$ cat config.mk
export PLATFORM = sky130hd
export DESIGN_NAME = heater_thermal_runaway_monitor_top
export DESIGN_NICKNAME = d
export VERILOG_FILES = /design/src/hdl/htrm_pkg.sv /design/src/hdl/htrm_cfg.sv /design/src/hdl/htrm_convert.sv /design/src/hdl/htrm_check.sv /design/src/hdl/heater_thermal_runaway_monitor_top.sv
export SDC_FILE = /design/constraint.sdc
export NUM_CORES = 1
export LEC_CHECK = 0
export ABC_AREA = 1
export BUFFER_PORTS_ARGS = -buffer_cell sky130_fd_sc_hd__buf_2
export CORE_AREA = 2 2 227 207
export DETAILED_ROUTE_END_ITERATION = 8
export DIE_AREA = 0 0 229 209
export GPL_TIMING_DRIVEN = 1
export PLACE_DENSITY = 0.69
export SLEW_MARGIN = 20
export SYNTH_ARGS = -nofsm -noshare
export SYNTH_HDL_FRONTEND = slang
export SYNTH_SLANG_ARGS = --single-unit
$ cat constraint.sdc
create_clock -name clk -period 11.85 [get_ports clk]
set_clock_uncertainty 0.2 [all_clocks]
set_input_delay 0 -clock clk [delete_from_list [all_inputs] [get_ports clk]]
set_output_delay 0 -clock clk [all_outputs]
set_load 0.005 [all_outputs]
$ cat src/hdl/htrm_pkg.sv
// Shared types, constants and the divide-by-ADC-full-scale helper for the
// heater thermal runaway monitor. No dependencies.
`default_nettype none

package htrm_pkg;

    // Field and register widths
    localparam int RAW_W      = 10;
    localparam int FS_W       = 13;
    localparam int TGT_W      = 13;
    localparam int TEMP_W     = 14;
    localparam int TO_S_W     = 16;
    localparam int TO_MS_W    = 26;   // 65535 s * 1000 fits in 26 bits
    localparam int TIME_W     = 32;
    localparam int PROD_W     = RAW_W + FS_W;
    localparam int Q_W        = 13;   // quotient below the rail never exceeds 8182
    localparam int CFG_ADDR_W = 3;
    localparam int CFG_DATA_W = 16;
    localparam int IN_DATA_W  = 48;
    localparam int OUT_DATA_W = 24;

    localparam logic [RAW_W-1:0]         ADC_MAX           = 10'd1023;
    localparam logic signed [TEMP_W-1:0] MAX_TEMP_X10      = 14'sd2800;
    localparam logic signed [TEMP_W-1:0] SENSOR_ERR_X10    = -14'sd100;
    localparam logic signed [TEMP_W-1:0] IDLE_TEMP_X10     = 14'sd220;
    localparam logic [TEMP_W-1:0]        RUNAWAY_DELTA_X10 = 14'd150;
    localparam logic signed [TEMP_W:0]   MIN_RISE_X10      = 15'sd40;
    localparam logic [TO_MS_W-1:0]       MS_PER_S          = 26'd1000;

    // Register indexes on the write port
    localparam logic [CFG_ADDR_W-1:0] CFG_TARGET     = 3'd0;
    localparam logic [CFG_ADDR_W-1:0] CFG_PROTECT    = 3'd1;
    localparam logic [CFG_ADDR_W-1:0] CFG_MONITOR    = 3'd2;
    localparam logic [CFG_ADDR_W-1:0] CFG_TIMEOUT    = 3'd3;
    localparam logic [CFG_ADDR_W-1:0] CFG_FULL_SCALE = 3'd4;

    // Reset values
    localparam logic [TGT_W-1:0]   RST_TARGET     = 13'd0;
    localparam logic [TO_MS_W-1:0] RST_TIMEOUT_MS = 26'd40000;
    localparam logic [FS_W-1:0]    RST_FULL_SCALE = 13'd3000;

    typedef enum logic [1:0] {
        ALARM_NONE      = 2'd0,
        ALARM_OVER_TEMP = 2'd1,
        ALARM_RUNAWAY   = 2'd2,
        ALARM_TIMEOUT   = 2'd3
    } alarm_t;

    typedef struct packed {
        logic [TGT_W-1:0]   target_temp_x10;
        logic               protect_enable;
        logic               monitor_enable;
        logic [TO_MS_W-1:0] timeout_ms;
        logic [FS_W-1:0]    full_scale_x10;
    } cfg_t;

    typedef struct packed {
        logic signed [TEMP_W-1:0] temp_x10;
        logic                     sensor_fault;
        logic                     heater_on;
        logic [TIME_W-1:0]        now_ms;
    } meas_t;

    // floor(p / 1023): 1/1023 = 2^-10 + 2^-20 + ..., the truncated sum lands
    // on the quotient or one below it, and one remainder check fixes that.
    function automatic logic [Q_W-1:0] div_adc_max(input logic [PROD_W-1:0] p);
        logic [PROD_W-1:0] s;
        logic [Q_W-1:0]    q;
        logic [PROD_W:0]   qm;
        logic [PROD_W:0]   r;
        s  = p + (p >> 10) + (p >> 20);
        q  = s[PROD_W-1:10];
        qm = {1'b0, q, 10'b0} - {11'b0, q};
        r  = {1'b0, p} - qm;
        if (r >= {14'd0, ADC_MAX})
        begin
            q = q + 1'b1;
        end
        return q;
    endfunction

endpackage

`default_nettype wire

$ cat src/hdl/htrm_cfg.sv
// Configuration register file of the thermal runaway monitor.
// Depends on htrm_pkg; the timeout is kept in milliseconds.
`default_nettype none

module htrm_cfg (
    input  wire logic                             clk,
    input  wire logic                             rst_n,
    input  wire logic                             cfg_we,
    input  wire logic [htrm_pkg::CFG_ADDR_W-1:0]  cfg_addr,
    input  wire logic [htrm_pkg::CFG_DATA_W-1:0]  cfg_wdata,
    output htrm_pkg::cfg_t                        cfg
);
    import htrm_pkg::*;

    cfg_t cfg_reg;
    logic [TO_MS_W-1:0] timeout_ms_next;

    // seconds to milliseconds once, at write time
    assign timeout_ms_next = TO_MS_W'(cfg_wdata[TO_S_W-1:0]) * MS_PER_S;

    always_ff @(posedge clk or negedge rst_n)
    begin
        if (!rst_n)
        begin
            cfg_reg.target_temp_x10 <= RST_TARGET;
            cfg_reg.protect_enable  <= 1'b1;
            cfg_reg.monitor_enable  <= 1'b1;
            cfg_reg.timeout_ms      <= RST_TIMEOUT_MS;
            cfg_reg.full_scale_x10  <= RST_FULL_SCALE;
        end
        else if (cfg_we)
        begin
            case (cfg_addr)
                CFG_TARGET:     cfg_reg.target_temp_x10 <= cfg_wdata[TGT_W-1:0];
                CFG_PROTECT:    cfg_reg.protect_enable  <= cfg_wdata[0];
                CFG_MONITOR:    cfg_reg.monitor_enable  <= cfg_wdata[0];
                CFG_TIMEOUT:    cfg_reg.timeout_ms      <= timeout_ms_next;
                CFG_FULL_SCALE: cfg_reg.full_scale_x10  <= cfg_wdata[FS_W-1:0];
                default:        ;
            endcase
        end
    end

    assign cfg = cfg_reg;

endmodule

`default_nettype wire

$ cat src/hdl/htrm_convert.sv
// ADC-to-temperature pipeline: input register, product register, temperature
// register. Depends on htrm_pkg (div_adc_max, meas_t).
`default_nettype none

module htrm_convert (
    input  wire logic                          clk,
    input  wire logic                          rst_n,
    input  wire htrm_pkg::cfg_t                cfg,
    input  wire logic                          in_valid,
    output logic                               in_ready,
    input  wire logic [htrm_pkg::RAW_W-1:0]    raw_sample,
    input  wire logic                          heater_on,
    input  wire logic [htrm_pkg::TIME_W-1:0]   now_ms,
    output logic                               out_valid,
    input  wire logic                          out_ready,
    output htrm_pkg::meas_t                    meas
);
    import htrm_pkg::*;

    logic load1, load2, load3;

    // stage 1: input register
    logic               v1_reg;
    logic [RAW_W-1:0]   raw1_reg;
    logic               heater1_reg;
    logic [TIME_W-1:0]  now1_reg;

    // stage 2: product
    logic               v2_reg;
    logic [PROD_W-1:0]  prod2_reg;
    logic [PROD_W-1:0]  prod2_next;
    logic               rail2_reg;
    logic               rail2_next;
    logic               fault2_reg;
    logic               fault2_next;
    logic               heater2_reg;
    logic [TIME_W-1:0]  now2_reg;

    // stage 3: temperature
    logic               v3_reg;
    meas_t              meas3_reg;
    meas_t              meas3_next;
    logic [Q_W-1:0]     quot;

    assign load3    = !v3_reg || out_ready;
    assign load2    = !v2_reg || load3;
    assign load1    = !v1_reg || load2;
    assign in_ready = load1;

    assign prod2_next  = PROD_W'(raw1_reg) * PROD_W'(cfg.full_scale_x10);
    assign rail2_next  = (raw1_reg == '0) || (raw1_reg == ADC_MAX);
    assign fault2_next = rail2_next && (cfg.target_temp_x10 != '0);

    assign quot = div_adc_max(prod2_reg);

    always_comb
    begin
        meas3_next.temp_x10     = rail2_reg ? SENSOR_ERR_X10 : $signed({1'b0, quot});
        meas3_next.sensor_fault = fault2_reg;
        meas3_next.heater_on    = heater2_reg;
        meas3_next.now_ms       = now2_reg;
    end

    always_ff @(posedge clk or negedge rst_n)
    begin
        if (!rst_n)
        begin
            v1_reg <= 1'b0;
            v2_reg <= 1'b0;
            v3_reg <= 1'b0;
        end
        else
        begin
            if (load1)
            begin
                v1_reg <= in_valid;
            end
            if (load2)
            begin
                v2_reg <= v1_reg;
            end
            if (load3)
            begin
                v3_reg <= v2_reg;
            end
        end
    end

    always_ff @(posedge clk)
    begin
        if (load1)
        begin
            raw1_reg    <= raw_sample;
            heater1_reg <= heater_on;
            now1_reg    <= now_ms;
        end
        if (load2)
        begin
            prod2_reg   <= prod2_next;
            rail2_reg   <= rail2_next;
            fault2_reg  <= fault2_next;
            heater2_reg <= heater1_reg;
            now2_reg    <= now1_reg;
        end
        if (load3)
        begin
            meas3_reg <= meas3_next;
        end
    end

    assign out_valid = v3_reg;
    assign meas      = meas3_reg;

endmodule

`default_nettype wire

$ cat src/hdl/htrm_check.sv
// Protection checks, heating-period state and the result register.
// Depends on htrm_pkg (cfg_t, meas_t, alarm_t).
`default_nettype none

module htrm_check (
    input  wire logic                            clk,
    input  wire logic                            rst_n,
    input  wire htrm_pkg::cfg_t                  cfg,
    input  wire logic                            in_valid,
    output logic                                 in_ready,
    input  wire htrm_pkg::meas_t                 meas,
    output logic                                 out_valid,
    input  wire logic                            out_ready,
    output htrm_pkg::alarm_t                     alarm,
    output logic                                 sensor_fault,
    output logic signed [htrm_pkg::TEMP_W-1:0]   temp_x10
);
    import htrm_pkg::*;

    logic load;

    logic                      out_v_reg;
    alarm_t                    alarm_reg;
    alarm_t                    alarm_next;
    logic                      fault_reg;
    logic                      fault_next;
    logic signed [TEMP_W-1:0]  temp_reg;
    logic signed [TEMP_W-1:0]  temp_next;

    logic                      was_on_reg;
    logic                      was_on_next;
    logic [TIME_W-1:0]         start_ms_reg;
    logic [TIME_W-1:0]         start_ms_next;
    logic signed [TEMP_W-1:0]  start_temp_reg;
    logic signed [TEMP_W-1:0]  start_temp_next;

    logic signed [TEMP_W:0]    temp_ext;
    logic signed [TEMP_W:0]    limit_ext;
    logic signed [TEMP_W:0]    rise;
    logic [TIME_W-1:0]         elapsed;
    logic                      timed_out;
    logic                      over_temp;
    logic                      runaway;

    assign in_ready = !out_v_reg || out_ready;
    assign load     = in_valid && in_ready;

    assign temp_ext  = {meas.temp_x10[TEMP_W-1], meas.temp_x10};
    assign limit_ext = $signed({1'b0, TEMP_W'(cfg.target_temp_x10) + RUNAWAY_DELTA_X10});
    assign rise      = temp_ext - {start_temp_reg[TEMP_W-1], start_temp_reg};
    assign elapsed   = meas.now_ms - start_ms_reg;
    assign timed_out = elapsed >= TIME_W'(cfg.timeout_ms);
    assign over_temp = meas.temp_x10 > MAX_TEMP_X10;
    assign runaway   = (cfg.target_temp_x10 != '0) && (temp_ext > limit_ext);

    always_comb
    begin
        alarm_next      = ALARM_NONE;
        fault_next      = meas.sensor_fault;
        temp_next       = meas.temp_x10;
        was_on_next     = was_on_reg;
        start_ms_next   = start_ms_reg;
        start_temp_next = start_temp_reg;
        if (!cfg.monitor_enable)
        begin
            fault_next = 1'b0;
            temp_next  = IDLE_TEMP_X10;
        end
        else if (!cfg.protect_enable)
        begin
            // report only
        end
        else if (over_temp)
        begin
            alarm_next = ALARM_OVER_TEMP;
        end
        else if (runaway)
        begin
            alarm_next = ALARM_RUNAWAY;
        end
        else if (meas.heater_on)
        begin
            if (!was_on_reg)
            begin
                was_on_next     = 1'b1;
                start_ms_next   = meas.now_ms;
                start_temp_next = meas.temp_x10;
            end
            else if (timed_out)
            begin
                if (rise < MIN_RISE_X10)
                begin
                    alarm_next = ALARM_TIMEOUT;
                end
                else
                begin
                    start_ms_next   = meas.now_ms;
                    start_temp_next = meas.temp_x10;
                end
            end
        end
        else
        begin
            was_on_next = 1'b0;
        end
    end

    always_ff @(posedge clk or negedge rst_n)
    begin
        if (!rst_n)
        begin
            out_v_reg      <= 1'b0;
            was_on_reg     <= 1'b0;
            start_ms_reg   <= '0;
            start_temp_reg <= '0;
        end
        else
        begin
            if (in_ready)
            begin
                out_v_reg <= in_valid;
            end
            if (load)
            begin
                was_on_reg     <= was_on_next;
                start_ms_reg   <= start_ms_next;
                start_temp_reg <= start_temp_next;
            end
        end
    end

    always_ff @(posedge clk)
    begin
        if (load)
        begin
            alarm_reg <= alarm_next;
            fault_reg <= fault_next;
            temp_reg  <= temp_next;
        end
    end

    assign out_valid    = out_v_reg;
    assign alarm        = alarm_reg;
    assign sensor_fault = fault_reg;
    assign temp_x10     = temp_reg;

    // a timeout alarm never rebases the heating period
    a_timeout_no_rebase: assert property (@(posedge clk) disable iff (!rst_n)
        load && (alarm_next == ALARM_TIMEOUT) |=>
            $stable(start_ms_reg) && $stable(start_temp_reg))
        else $error("heating period rebased on timeout alarm");

    a_monitor_off: assert property (@(posedge clk) disable iff (!rst_n)
        load && !cfg.monitor_enable |=>
            (alarm_reg == ALARM_NONE) && !fault_reg && (temp_reg == IDLE_TEMP_X10))
        else $error("monitor disabled but result not idle");

    a_fault_temp: assert property (@(posedge clk) disable iff (!rst_n)
        out_v_reg && fault_reg |-> temp_reg == SENSOR_ERR_X10)
        else $error("sensor fault without rail temperature");

    a_was_on_clear: assert property (@(posedge clk) disable iff (!rst_n)
        $fell(was_on_reg) |-> $past(load && !meas.heater_on))
        else $error("heater period cleared without heater-off request");

endmodule

`default_nettype wire

$ cat src/hdl/heater_thermal_runaway_monitor_top.sv
// Heater thermal runaway monitor, top level: config registers, conversion
// pipeline and protection check. Depends on htrm_pkg, htrm_cfg,
// htrm_convert and htrm_check.
//
// Path: a request accepted on s_axis reaches m_axis through the input,
// product, temperature and result registers.
// Throughput: one request per cycle unless stalled; every stage holds its own
// valid bit, so bubbles fill while the result register waits on m_axis_tready.
// Reset (rst_n, async, low): pipeline empty, heating period cleared, and the
// registers at target 0, protect on, monitor on, 40 s timeout, 300.0 C scale.
`default_nettype none

module heater_thermal_runaway_monitor_top (
    input  wire logic                              clk,
    input  wire logic                              rst_n,
    // request: [9:0] raw_sample, [10] heater_on, [42:11] now_ms, [47:43] zero
    input  wire logic                              s_axis_tvalid,
    output logic                                   s_axis_tready,
    input  wire logic [htrm_pkg::IN_DATA_W-1:0]    s_axis_tdata,
    // result: [1:0] alarm, [2] sensor_fault, [16:3] temp_x10, [23:17] zero
    output logic                                   m_axis_tvalid,
    input  wire logic                              m_axis_tready,
    output logic [htrm_pkg::OUT_DATA_W-1:0]        m_axis_tdata,
    // register write port, index as listed in htrm_pkg
    input  wire logic                              cfg_we,
    input  wire logic [htrm_pkg::CFG_ADDR_W-1:0]   cfg_addr,
    input  wire logic [htrm_pkg::CFG_DATA_W-1:0]   cfg_wdata
);
    import htrm_pkg::*;

    cfg_t                     cfg;
    meas_t                    meas;
    logic                     meas_valid;
    logic                     meas_ready;
    alarm_t                   alarm;
    logic                     sensor_fault;
    logic signed [TEMP_W-1:0] temp_x10;

    htrm_cfg u_cfg (
        .clk       (clk),
        .rst_n     (rst_n),
        .cfg_we    (cfg_we),
        .cfg_addr  (cfg_addr),
        .cfg_wdata (cfg_wdata),
        .cfg       (cfg)
    );

    // raw * full_scale, then / 1023, with rail samples forced to -10.0 C
    htrm_convert u_convert (
        .clk        (clk),
        .rst_n      (rst_n),
        .cfg        (cfg),
        .in_valid   (s_axis_tvalid),
        .in_ready   (s_axis_tready),
        .raw_sample (s_axis_tdata[RAW_W-1:0]),
        .heater_on  (s_axis_tdata[RAW_W]),
        .now_ms     (s_axis_tdata[RAW_W+TIME_W:RAW_W+1]),
        .out_valid  (meas_valid),
        .out_ready  (meas_ready),
        .meas       (meas)
    );

    // alarm priority and the heating-period state; state moves only when a
    // request enters the result register, so it sees requests in order
    htrm_check u_check (
        .clk          (clk),
        .rst_n        (rst_n),
        .cfg          (cfg),
        .in_valid     (meas_valid),
        .in_ready     (meas_ready),
        .meas         (meas),
        .out_valid    (m_axis_tvalid),
        .out_ready    (m_axis_tready),
        .alarm        (alarm),
        .sensor_fault (sensor_fault),
        .temp_x10     (temp_x10)
    );

    assign m_axis_tdata = {7'b0, temp_x10, sensor_fault, alarm};

endmodule

`default_nettype wire
Word level (Yosys, flattened, before mapping)

Cells that the tools add are included.

Input bits: 72
Flip-flop bits (word level): 268
Output and inout port bits: 26
Logic and storage cells: 94

Reduce and logical (&&, ||, !) cells: 24
$mul: 2
Add/sub/neg operators: 8
Order comparisons: 5
Eq/ne operators: 7
Bitwise logic cells: 4
Mux-type cells: 15

Operator list:

| operator                | number |
|---|---|
| $mux W32                | 3 |
| $mux W14                | 4 |
| $ge A32 B26 Y1          | 1 |
| $sub A32 B32 Y32        | 1 |
| $ge A24 B10 Y1 const B  | 1 |
| $sub A23 B13 Y24        | 1 |
| $sub A23 B24 Y24        | 1 |
| $add A23 B13 Y23        | 1 |
| $add A23 B3 Y23         | 1 |
| $mul A10 B13 Y23        | 1 |
| $mul A16 B7 Y23 const B | 1 |
| $gt A14 B15 Y1          | 1 |
| $lt A15 B7 Y1 const B   | 1 |
| $sub A14 B14 Y15        | 1 |
| $add A13 B8 Y14 const B | 1 |
| $gt A14 B13 Y1 const B  | 1 |
| $add A13 B1 Y13 const B | 1 |
| $mux W13                | 1 |
| $reduce_bool A13 Y1     | 1 |
| $reduce_and A2 Y1       | 6 |
| $eq A10 B10 Y1 const B  | 1 |
| $logic_not A10 Y1       | 1 |
| $mux W2                 | 5 |
| $reduce_and A8 Y1       | 1 |
| 12 further kinds        | 27 |

Longest topological paths before layout

Gate-level depths: netlist (run 1).

Word-level depth: 8
Gate-level depth with buffers: 43
Gate-level depth less buffers: 43

By module

Synthesis (run 1) repeated with hierarchy kept, for this count alone.

Cell total of the unflattened synthesis: 2850
Area, all modules: 23852.9 µm²

Modules (own cells, without submodules):

| module                             | times used | cells each | area each (µm²) | sequential area each (µm²) |
|---|---|---|---|---|
| htrm_convert                       | 1          | 1224       | 11741.3         | 4549.4 |
| htrm_check                         | 1          | 1043       | 7186.9          | 1711.6 |
| htrm_cfg                           | 1          | 574        | 4860.9          | 1293.7 |
| heater_thermal_runaway_monitor_top | 1          | 9          | 63.8            | 0.0 |

Worst setup path before layout (run 1)

OpenSTA, ideal clock, no wires.

Path type: reg-to-reg
Start point: register u_cfg.cfg_reg, in the netlist u_cfg.cfg[3]
End point: register u_convert.prod2_reg[21] (data pin)
Path buffers: 1
Period minus slack after synthesis: 5.666 ns
Slack: 6.184 ns
Cell stages (with the launch flop): 24
Arrival: 5.208 ns
Required time: 11.392 ns
Library setup time: 0.258 ns
Cells stage by stage: dfstp_2 -> clkbuf_1 -> nand2_1 -> fa_1 -> inv_1 -> fa_1 -> ha_1 -> inv_1 -> fa_1 -> inv_1 -> fa_1 -> ha_1 -> nand2_1 -> inv_1 -> a21oi_1 -> o21ai_1 -> a21boi_0 -> o21ai_0 -> a21boi_1 -> o21ai_0 -> a21boi_1 -> o21ai_0 -> a21oi_1 -> xnor2_1

Longest elaborated chain between the ends: 1

Ends and longest elaborated chain:

| item                         | line               | source |
|---|---|---|
| from (decl)                  | htrm_cfg.sv:15     | `cfg_t cfg_reg;` |
| $mul A10 B13 Y23             | htrm_convert.sv:50 | `assign prod2_next = PROD_W'(raw1_reg) * PROD_W'(cfg.full_scale_x10);` |
| net u_convert.prod2_next[21] | htrm_convert.sv:31 | `logic [PROD_W-1:0] prod2_next;` |
| to (signal assigned)         | htrm_convert.sv:99 | `prod2_reg <= prod2_next;` |
| to (decl)                    | htrm_convert.sv:30 | `logic [PROD_W-1:0] prod2_reg;` |

The timed path passes the listed nets, and every way through them passes these cells.
A chain may end at the register's enable or synchronous reset.

Worst setup path in the final report (run 1)

Start point: register u_convert.prod2_reg[21]
End point: register u_convert.meas3_reg, in the netlist u_convert.meas[37] (data pin)

Longest elaborated chain between the ends: 6
Elaborated cells on any way between the ends: 7
Classes of those cells: 5 x add/sub; 1 x order compare; 1 x mux

Ends and longest elaborated chain:

| item                 | line                | source |
|---|---|---|
| $add A23 B13 Y23     | htrm_pkg.sv:71      | `s = p + (p >> 10) + (p >> 20);` |
| $add A23 B3 Y23      | htrm_pkg.sv:71      |  |
| $sub A23 B13 Y24     | htrm_pkg.sv:73      | `qm = {1'b0, q, 10'b0} - {11'b0, q};` |
| $sub A23 B24 Y24     | htrm_pkg.sv:74      | `r = {1'b0, p} - qm;` |
| $ge A24 B10 Y1       | htrm_pkg.sv:75      | `if (r >= {14'd0, ADC_MAX})` |
| $mux W13 (*)         | htrm_pkg.sv:75      |  |
| to (signal assigned) | htrm_convert.sv:107 | `meas3_reg <= meas3_next;` |
| to (decl)            | htrm_convert.sv:41  | `meas_t meas3_reg;` |

Mark *: on every way between the ends. The rest lies on a longest branch, timed or not.

==> summary.txt, run 1 <==
status - complete, no violations
crit share post-route - 54.08%
slew at the pin with the worst max-slew slack - 0.9268 ns
Starting Density - 49.11%
kind of critical path - flip-flop to flip-flop
global placement routability congestion - 0.9027
RSZ-0062 raised after global routing - false
initial DRC count - 1329
Hold Crit Class - input pin to flip-flop
placed cells - 3182
ratio of cells with drive above 1 in the final layout - 7.760%
maxcap violations - 0
vias in the first global route - 17729
largest net degree at the start of global routing - 52
1st-pass router iterations - 5
Root Buffer - clkbuf_16
setup slack after layout - 5.441 ns
top cell type's share of synthesized area - 22.17%
final wirelength - 54890 µm
WL/cell - 16.40 µm
final net count - 3185
Die W - 229 µm
Residual DRC - 0
port bufs - 85
normalized max-slew margin - 38.04%
Peak Freq - 156.0 MHz
routed vias/inst - 5.295
Worst-Skew Late Latency - 0.57 ns
Resize count post-CTS - 0
max reg flops - 51
Area Growth Syn to Fin - 13.37%
Critical Path RT - 11.96 ns
max incr delay on CP - 0.52 ns
row count - 75
clock sinks - 268
Fin Setup TNS - 0 ns
Synth Area per Inst - 8.889 µm²
Post-DRT Antenna Nets - 0
CORE AREA - 45790 µm²
Num CTS Buffers - 29
crit-path most repeated cell - nand2_1
Setup-failing EPs final - 0
Final Critical Period - 6.409 ns
Die Ht - 209 µm
total gr overflow - 0
crit-path max FO - 15
initial antenna violation count - 0
Synth warnings - 0
#FFs+latches synth - 268
GRT Resource Usage Total - 23.50%
Final HPWL DP - 41230 µm
Boundary Pins - 98
CP Launch Type - flip-flop
CP max stage cell - fa_1
final-report hold violation count - 0
Critical Path AT - 6.52 ns
non-filler cells in the finished layout - 3348
pre-CTS setup slack - 5.470 ns
post-synthesis cell count - 2530
synthesized cell area - 22490 µm²
ant diodes - 0
register area share after synthesis - 33.59%
ys async rst share - 38.06%
Area contributors post-synth - edfxtp_1, ha_1, fa_1, dfrtp_1, nand2_1
Synth cell types - 57
CTS tree - yes
first-pass GRT wire length - 91160 µm
die area - 47860 µm²
H-tree depth - 1
CTS max path bufs - 3
post-route core utilization - 55.67%
filler instances - 4111
Max Slew Vio Count - 0
number of synthesized flops with an enable pin - 166
clock transition at the registers of the reported paths - 0.06 ns
Synth Flop Type - edfxtp_1
Synth area leader - edfxtp_1
critical path capture point type - flip-flop
Vias - 17728
[path summary, 6_finish.rpt]
check | cells after the start | startpoint | to | slack [ns]
worst max register to register | 42 | u_convert.prod2_reg[21] | u_convert.meas[37] | 5.44
worst max-delay path | 42 | u_convert.prod2_reg[21] | u_convert.meas[37] | 5.44
max in group asynchronous | 4 | rst_n | u_cfg.cfg[10] | 10.35
worst min register to register | 0 | u_convert.now1_reg[23] | u_convert.now2_reg[23] | 0.21
worst min-delay path | 4 | s_axis_tvalid | u_convert.v1_reg | 0.02
min in group asynchronous | 3 | rst_n | u_cfg.cfg[40] | 0.40
[cell usage in the layout (no fill, tap or decap), types with 11 or more instances in the layout]
master,instances
clkbuf_16,29
dfstp_2,14
o21ai_1,15
buf_2,84
nand3_1,87
a21oi_1,139
nand2_1,579
xnor2_1,39
fa_1,145
nor2_1,104
nand4_1,71
edfxtp_1,166
ha_1,259
nor4_1,11
dfrtp_1,88
nor3_1,24
dlygate4sd3_1,111
inv_1,437
o21ai_0,94
xor2_1,60
nand2_2,15
[cells in the mapped netlist, drive strengths merged (28+ instances only)]
master	n
nand4	72
nand2	598
o21ai	110
nand3	97
clkbuf	35
nor2	113
fa	145
dfrtp	88
a21oi	142
edfxtp	166
xnor2	39
xor2	61
buf	28
ha	259
inv	442
[stage by stage]
step / hold WS (ns) / cell area (µm²)
after floorplan: -0.4956 / 22510
after CTS: 0.005219 / 25490
after detailed placement: -0.08464 / 23390
after global routing: 0.02676 / 25500
after global placement: -0.09003 / 23390
final: 0.01767 / 25500
[per-layer routing]
metal / GRT usage (%) / vias up / share of wire, %
li1: - / 8613 / -
met1: 35.05 / 8551 / 48
met2: 37.29 / 508 / 44
met3: 2.920 / 56 / 6.0
met4: 3.963 / 0 / 1.5
met5: 0 / - / 0
[timing repair]
action                    in CTS  in global routing
hold endpoints to repair     161                  0
hold buffers                 112                  0
setup buffers                  0                  0
[kinds of logic (layout without fill, tap and decap cells)]
group,after synthesis,count (layout),share of synthesized area (%)
and+or+nand+nor,933,933,18.10
buffers and inverters,505,701,9.091
adders and majority gates,404,404,27.32
AOI/OAI and AO/OA,319,319,7.956
DFF,268,268,33.59
xor gates and xnor gates,100,100,3.928
other,1,7,0.01667
[final cells by class]
class / count / area (µm²) / share of cell area, %
Clock buffer: 40 / 817.0 / 3.205
Clock inverter: 14 / 140.1 / 0.5496
Inverter: 442 / 1659 / 6.507
Multi-Input combinational cell: 1763 / 12930 / 50.70
Sequential cell: 268 / 7555 / 29.63
Tap cell: 616 / 770.7 / 3.023
Timing Repair Buffer: 205 / 1627 / 6.380
[critical path: cells and delay by family (launching register included)]
family / cells / cell delay [ns]
adder cells (fa/ha/maj): 5 / 1.83
buffers and inverters: 6 / 0.50
flip-flops: 1 / 0.50
AND/OR/NAND/NOR: 30 / 2.84
AO/OA/AOI/OAI: 1 / 0.25
Power of run 1 is left out: the tool's default activity adds up to more than one toggle a clock period on the data nets, which glitch-free logic cannot reach.
==> run 2, diff against run 1 <==
Clock period 11.85 ns to 5.9 ns, I/O delays scaled along.
==> run 2 against run 1 <==
  * Design area increased by 5.3%
  * Routed wire length is 5.9% higher
  * Largest cell class unchanged
  * Utilization is 2.9 points higher
==> summary.txt, run 2 (same netlist as run 1, synthesis figures left out) <==
Max Slew Vio Count - 0
crit share post-route - 95.99%
Num CTS Buffers - 29
Root Buffer - clkbuf_16
critical path capture point type - flip-flop
crit-path max FO - 7
Die W - 229 µm
hold wc startpoint - s_axis_tvalid
port bufs - 85
Post-DRT Antenna Nets - 0
die area - 47860 µm²
vias in the first global route - 18549
normalized max-slew margin - 31.06%
final net count - 3295
placed cells - 3273
Peak Freq - 176.6 MHz
post-route core utilization - 58.60%
kind of critical path - flip-flop to flip-flop
area of the multi-input gates - 13440 µm²
total gr overflow - 0
Setup crit start - u_convert.prod2_reg[22]
largest net degree at the start of global routing - 61
clock sinks - 268
GRT Resource Usage Total - 24.48%
Critical Path AT - 5.76 ns
Setup-failing EPs final - 0
initial DRC count - 1340
non-filler cells in the finished layout - 3459
reg2reg start - u_convert.prod2_reg[22]
first-pass GRT wire length - 94650 µm
commonest non-fill, non-tap cell in the layout - nand2_1
max incr delay on CP - 0.49 ns
final wirelength - 58140 µm
ratio of cells with drive above 1 in the final layout - 14.57%
CTS max path bufs - 3
crit-path most repeated cell - nand2_1
CTS tree - yes
max reg flops - 51
row count - 75
global placement routability congestion - 0.9003
initial antenna violation count - 1
Area Growth Syn to Fin - 19.33%
status - complete, no violations
RSZ-0062 raised after global routing - true
most frequent cells in the layout - nand2_1, inv_1, ha_1
Residual DRC - 0
maxcap violations - 0
Critical Path RT - 6.00 ns
final-report hold violation count - 0
Worst-Skew Late Latency - 0.57 ns
routed vias/inst - 5.286
CP Launch Type - flip-flop
WL/cell - 16.81 µm
Hold Crit Class - input pin to flip-flop
Final HPWL DP - 43740 µm
CP max stage cell - fa_1
Boundary Pins - 98
H-tree depth - 1
Register Area - 7556 µm²
slew at the pin with the worst max-slew slack - 1.025 ns
1st-pass router iterations - 5
Starting Density - 49.11%
Final Critical Period - 5.663 ns
filler instances - 3980
CORE AREA - 45790 µm²
Die Ht - 209 µm
Vias - 18284
clock transition at the registers of the reported paths - 0.06 ns
## run 2: worst max-delay path: cells and delay by family (launching register included)
family / cells / cell delay (ns)
buf+inv: 5 / 0.44
fa+ha+maj: 5 / 1.69
flops: 1 / 0.41
simple gates: 30 / 2.67
## run 2: what timing repair did
action                     in CTS  in global routing
hold buffers                  114                  0
gates resized for setup         1                129
cloned                          0                  1
setup endpoints to repair       2                 18
setup buffers                   1                 15
pin swaps                       0                 42
hold endpoints to repair      152                  0
## run 2: routing by layer
layer | routed length (µm) | vias to the layer above | track usage, %
met1 | 27490 | 8817 | 36.28
met3 | 3880 | 74 | 3.712
met5 | 0 | - | 0
met2 | 25790 | 574 | 38.23
met4 | 972 | 0 | 4.881
li1 | - | 8819 | -
## run 2: worst paths after layout
kind	endpoint	slack (ns)	cells after the start
setup reg to reg	u_convert.meas[37]	0.24	40
min in group asynchronous	u_cfg.cfg[24]	0.38	3
max in group asynchronous	u_cfg.cfg[2]	4.30	4
setup / recovery	u_convert.meas[37]	0.24	40
hold / removal	u_convert.v1_reg	0.05	4
hold reg to reg	u_convert.meas[14]	0.21	0
## run 2: through the flow
stage / hold slack, ns / worst slack (ns) / setup TNS, ns / cell area [µm²]
final: 0.05310 / 0.2367 / 0 / 26840
after global routing: 0.04959 / -0.2315 / -2.008 / 26830
after CTS: 0.002920 / 0.002004 / 0 / 26170
after detailed placement: -0.1483 / 0.01687 / 0 / 24080
after global placement: -0.1459 / 0.09862 / 0 / 24080
after floorplan: -0.4956 / 0.2340 / 0 / 22510
## run 2: cell type report
class / count / share of cell area [%]
Multi-Input combinational cell: 1764 / 50.07
Sequential cell: 268 / 28.16
Timing Repair Buffer: 314 / 9.203
Inverter: 442 / 6.201
Clock buffer: 37 / 2.928
Tap cell: 616 / 2.872
Clock inverter: 17 / 0.5595
Antenna cell: 1 / 0.009324
Power of run 2 is left out for the same reason.
==> run 3, diff against run 2 <==
Settings changed: CORE_AREA 2 2 227 207 to 2 2 197 238, DIE_AREA 0 0 229 209 to 0 0 199 240.
==> run 3 against run 2 <==
  * Critical path depth stayed put
  * Via count is 0.65% lower
  * Clock-buffer cell count is 3 lower
  * Utilization is 0.12 points lower
==> summary.txt, run 3 (same netlist as run 1, synthesis figures left out) <==
CTS tree - yes
Critical Path AT - 5.79 ns
slew at the pin with the worst max-slew slack - 1.126 ns
ratio of cells with drive above 1 in the final layout - 13.39%
Vias - 18166
GRT Resource Usage Total - 25.32%
depth of the worst hold-timing path - 5
Most Crowded Layer GR - met2
CTS max path bufs - 3
normalized max-slew margin - 24.33%
die area - 47760 µm²
Num CTS Buffers - 28
Starting Density - 49.41%
kind of critical path - flip-flop to flip-flop
most frequent cells in the layout - nand2_1, inv_1, ha_1
row count - 86
Post-DRT Antenna Nets - 0
GR Util met3 - 2.104%
final wirelength - 59120 µm
RSZ-0062 raised after global routing - true
global placement routability congestion - 0.9659
initial DRC count - 985
Area Growth Syn to Fin - 18.38%
Final HPWL DP - 45690 µm
non-filler cells in the finished layout - 3461
CORE AREA - 45520 µm²
clock transition at the registers of the reported paths - 0.06 ns
placed cells - 3268
commonest non-fill, non-tap cell in the layout - nand2_1
Setup-failing EPs final - 0
total gr overflow - 0
reg2reg start - u_convert.prod2_reg[2]
filler instances - 3971
met1 Track Usage GR - 30.09%
crit-path most repeated cell - nand2_2
Root Buffer - clkbuf_16
Fin Setup TNS - 0 ns
status - complete, no violations
GR Util met2 - 47.79%
Setup crit start - u_convert.prod2_reg[2]
max reg flops - 51
ant diodes - 0
Worst R2R Path Depth - 40
1st-pass router iterations - 5
Hold Crit Class - input pin to flip-flop
largest net degree at the start of global routing - 59
pre-CTS setup slack - -0.1585 ns
Final Critical Period - 5.705 ns
Boundary Pins - 98
port bufs - 85
vias in the first global route - 18780
CP max stage cell - fa_2
setup slack after layout - 0.1953 ns
max incr delay on CP - 0.63 ns
routed vias/inst - 5.249
initial antenna violation count - 0
crit share post-route - 96.69%
Peak Freq - 175.3 MHz
clock sinks - 268
final net count - 3299
Max Slew Vio Count - 0
critical path capture point type - flip-flop
CP Launch Type - flip-flop
final-report hold violation count - 0
Die W - 199 µm
Critical Path RT - 5.99 ns
hold wc startpoint - cfg_wdata[15]
Residual DRC - 0
crit-path max FO - 8
first-pass GRT wire length - 95370 µm
post-route core utilization - 58.49%
Worst-Skew Late Latency - 0.59 ns
H-tree depth - 1
Die Ht - 240 µm
maxcap violations - 0
WL/cell - 17.08 µm
-- run 3: path summary, 6_finish.rpt --
| kind | end | slack (ns) |
|---|---|---|
| setup / recovery | u_convert.meas[36] | 0.20 |
| hold / removal | u_cfg.cfg[38] | 0.08 |
| setup reg to reg | u_convert.meas[36] | 0.20 |
| hold reg to reg | u_convert.meas[27] | 0.21 |
| max in group asynchronous | u_cfg.cfg[12] | 4.39 |
| min in group asynchronous | u_cfg.cfg[28] | 0.36 |
-- run 3: area by class of cell --
cell class	instances	area (µm²)	area share (%)
Inverter	442	1665	6.256
Tap cell	616	770.7	2.895
Multi-Input combinational cell	1764	13210	49.62
Timing Repair Buffer	319	2489	9.348
Clock inverter	18	200.2	0.7520
Clock buffer	34	733.2	2.754
Sequential cell	268	7555	28.38
-- run 3: worst max-delay path: cells and delay by family, from the launching register on --
kind / cells / cell delay [ns]
adder cells (fa/ha/maj): 5 / 1.94
AND/OR/NAND/NOR: 31 / 2.66
buffers and inverters: 4 / 0.21
flip-flops: 1 / 0.43
-- run 3: repair_timing --
item,4_1_cts,5_1_grt
endpoints found under the setup margin,14,17
resized for setup,11,61
hold buffers,113,0
pin swaps,9,32
setup buffers,14,13
hold endpoints to repair,145,0
gates cloned,1,0
-- run 3: metal layers --
layer	share of wire (%)	wire, µm
met5	0	0
met4	3.6	2155
met3	3.7	2206
met2	53	31460
met1	39	23290
-- run 3: metrics by stage --
| step | instance area [µm²] | hold slack, ns |
|---|---|---|
| 2_1_floorplan | 22510 | -0.4956 |
| 3_3_place_gp | 24040 | -0.1155 |
| 3_5_place_dp | 24040 | -0.1088 |
| 4_1_cts | 26280 | 0.03390 |
| 5_1_grt | 26620 | 0.1338 |
| 6_report | 26620 | 0.08004 |
Power of run 3 is left out for the same reason.
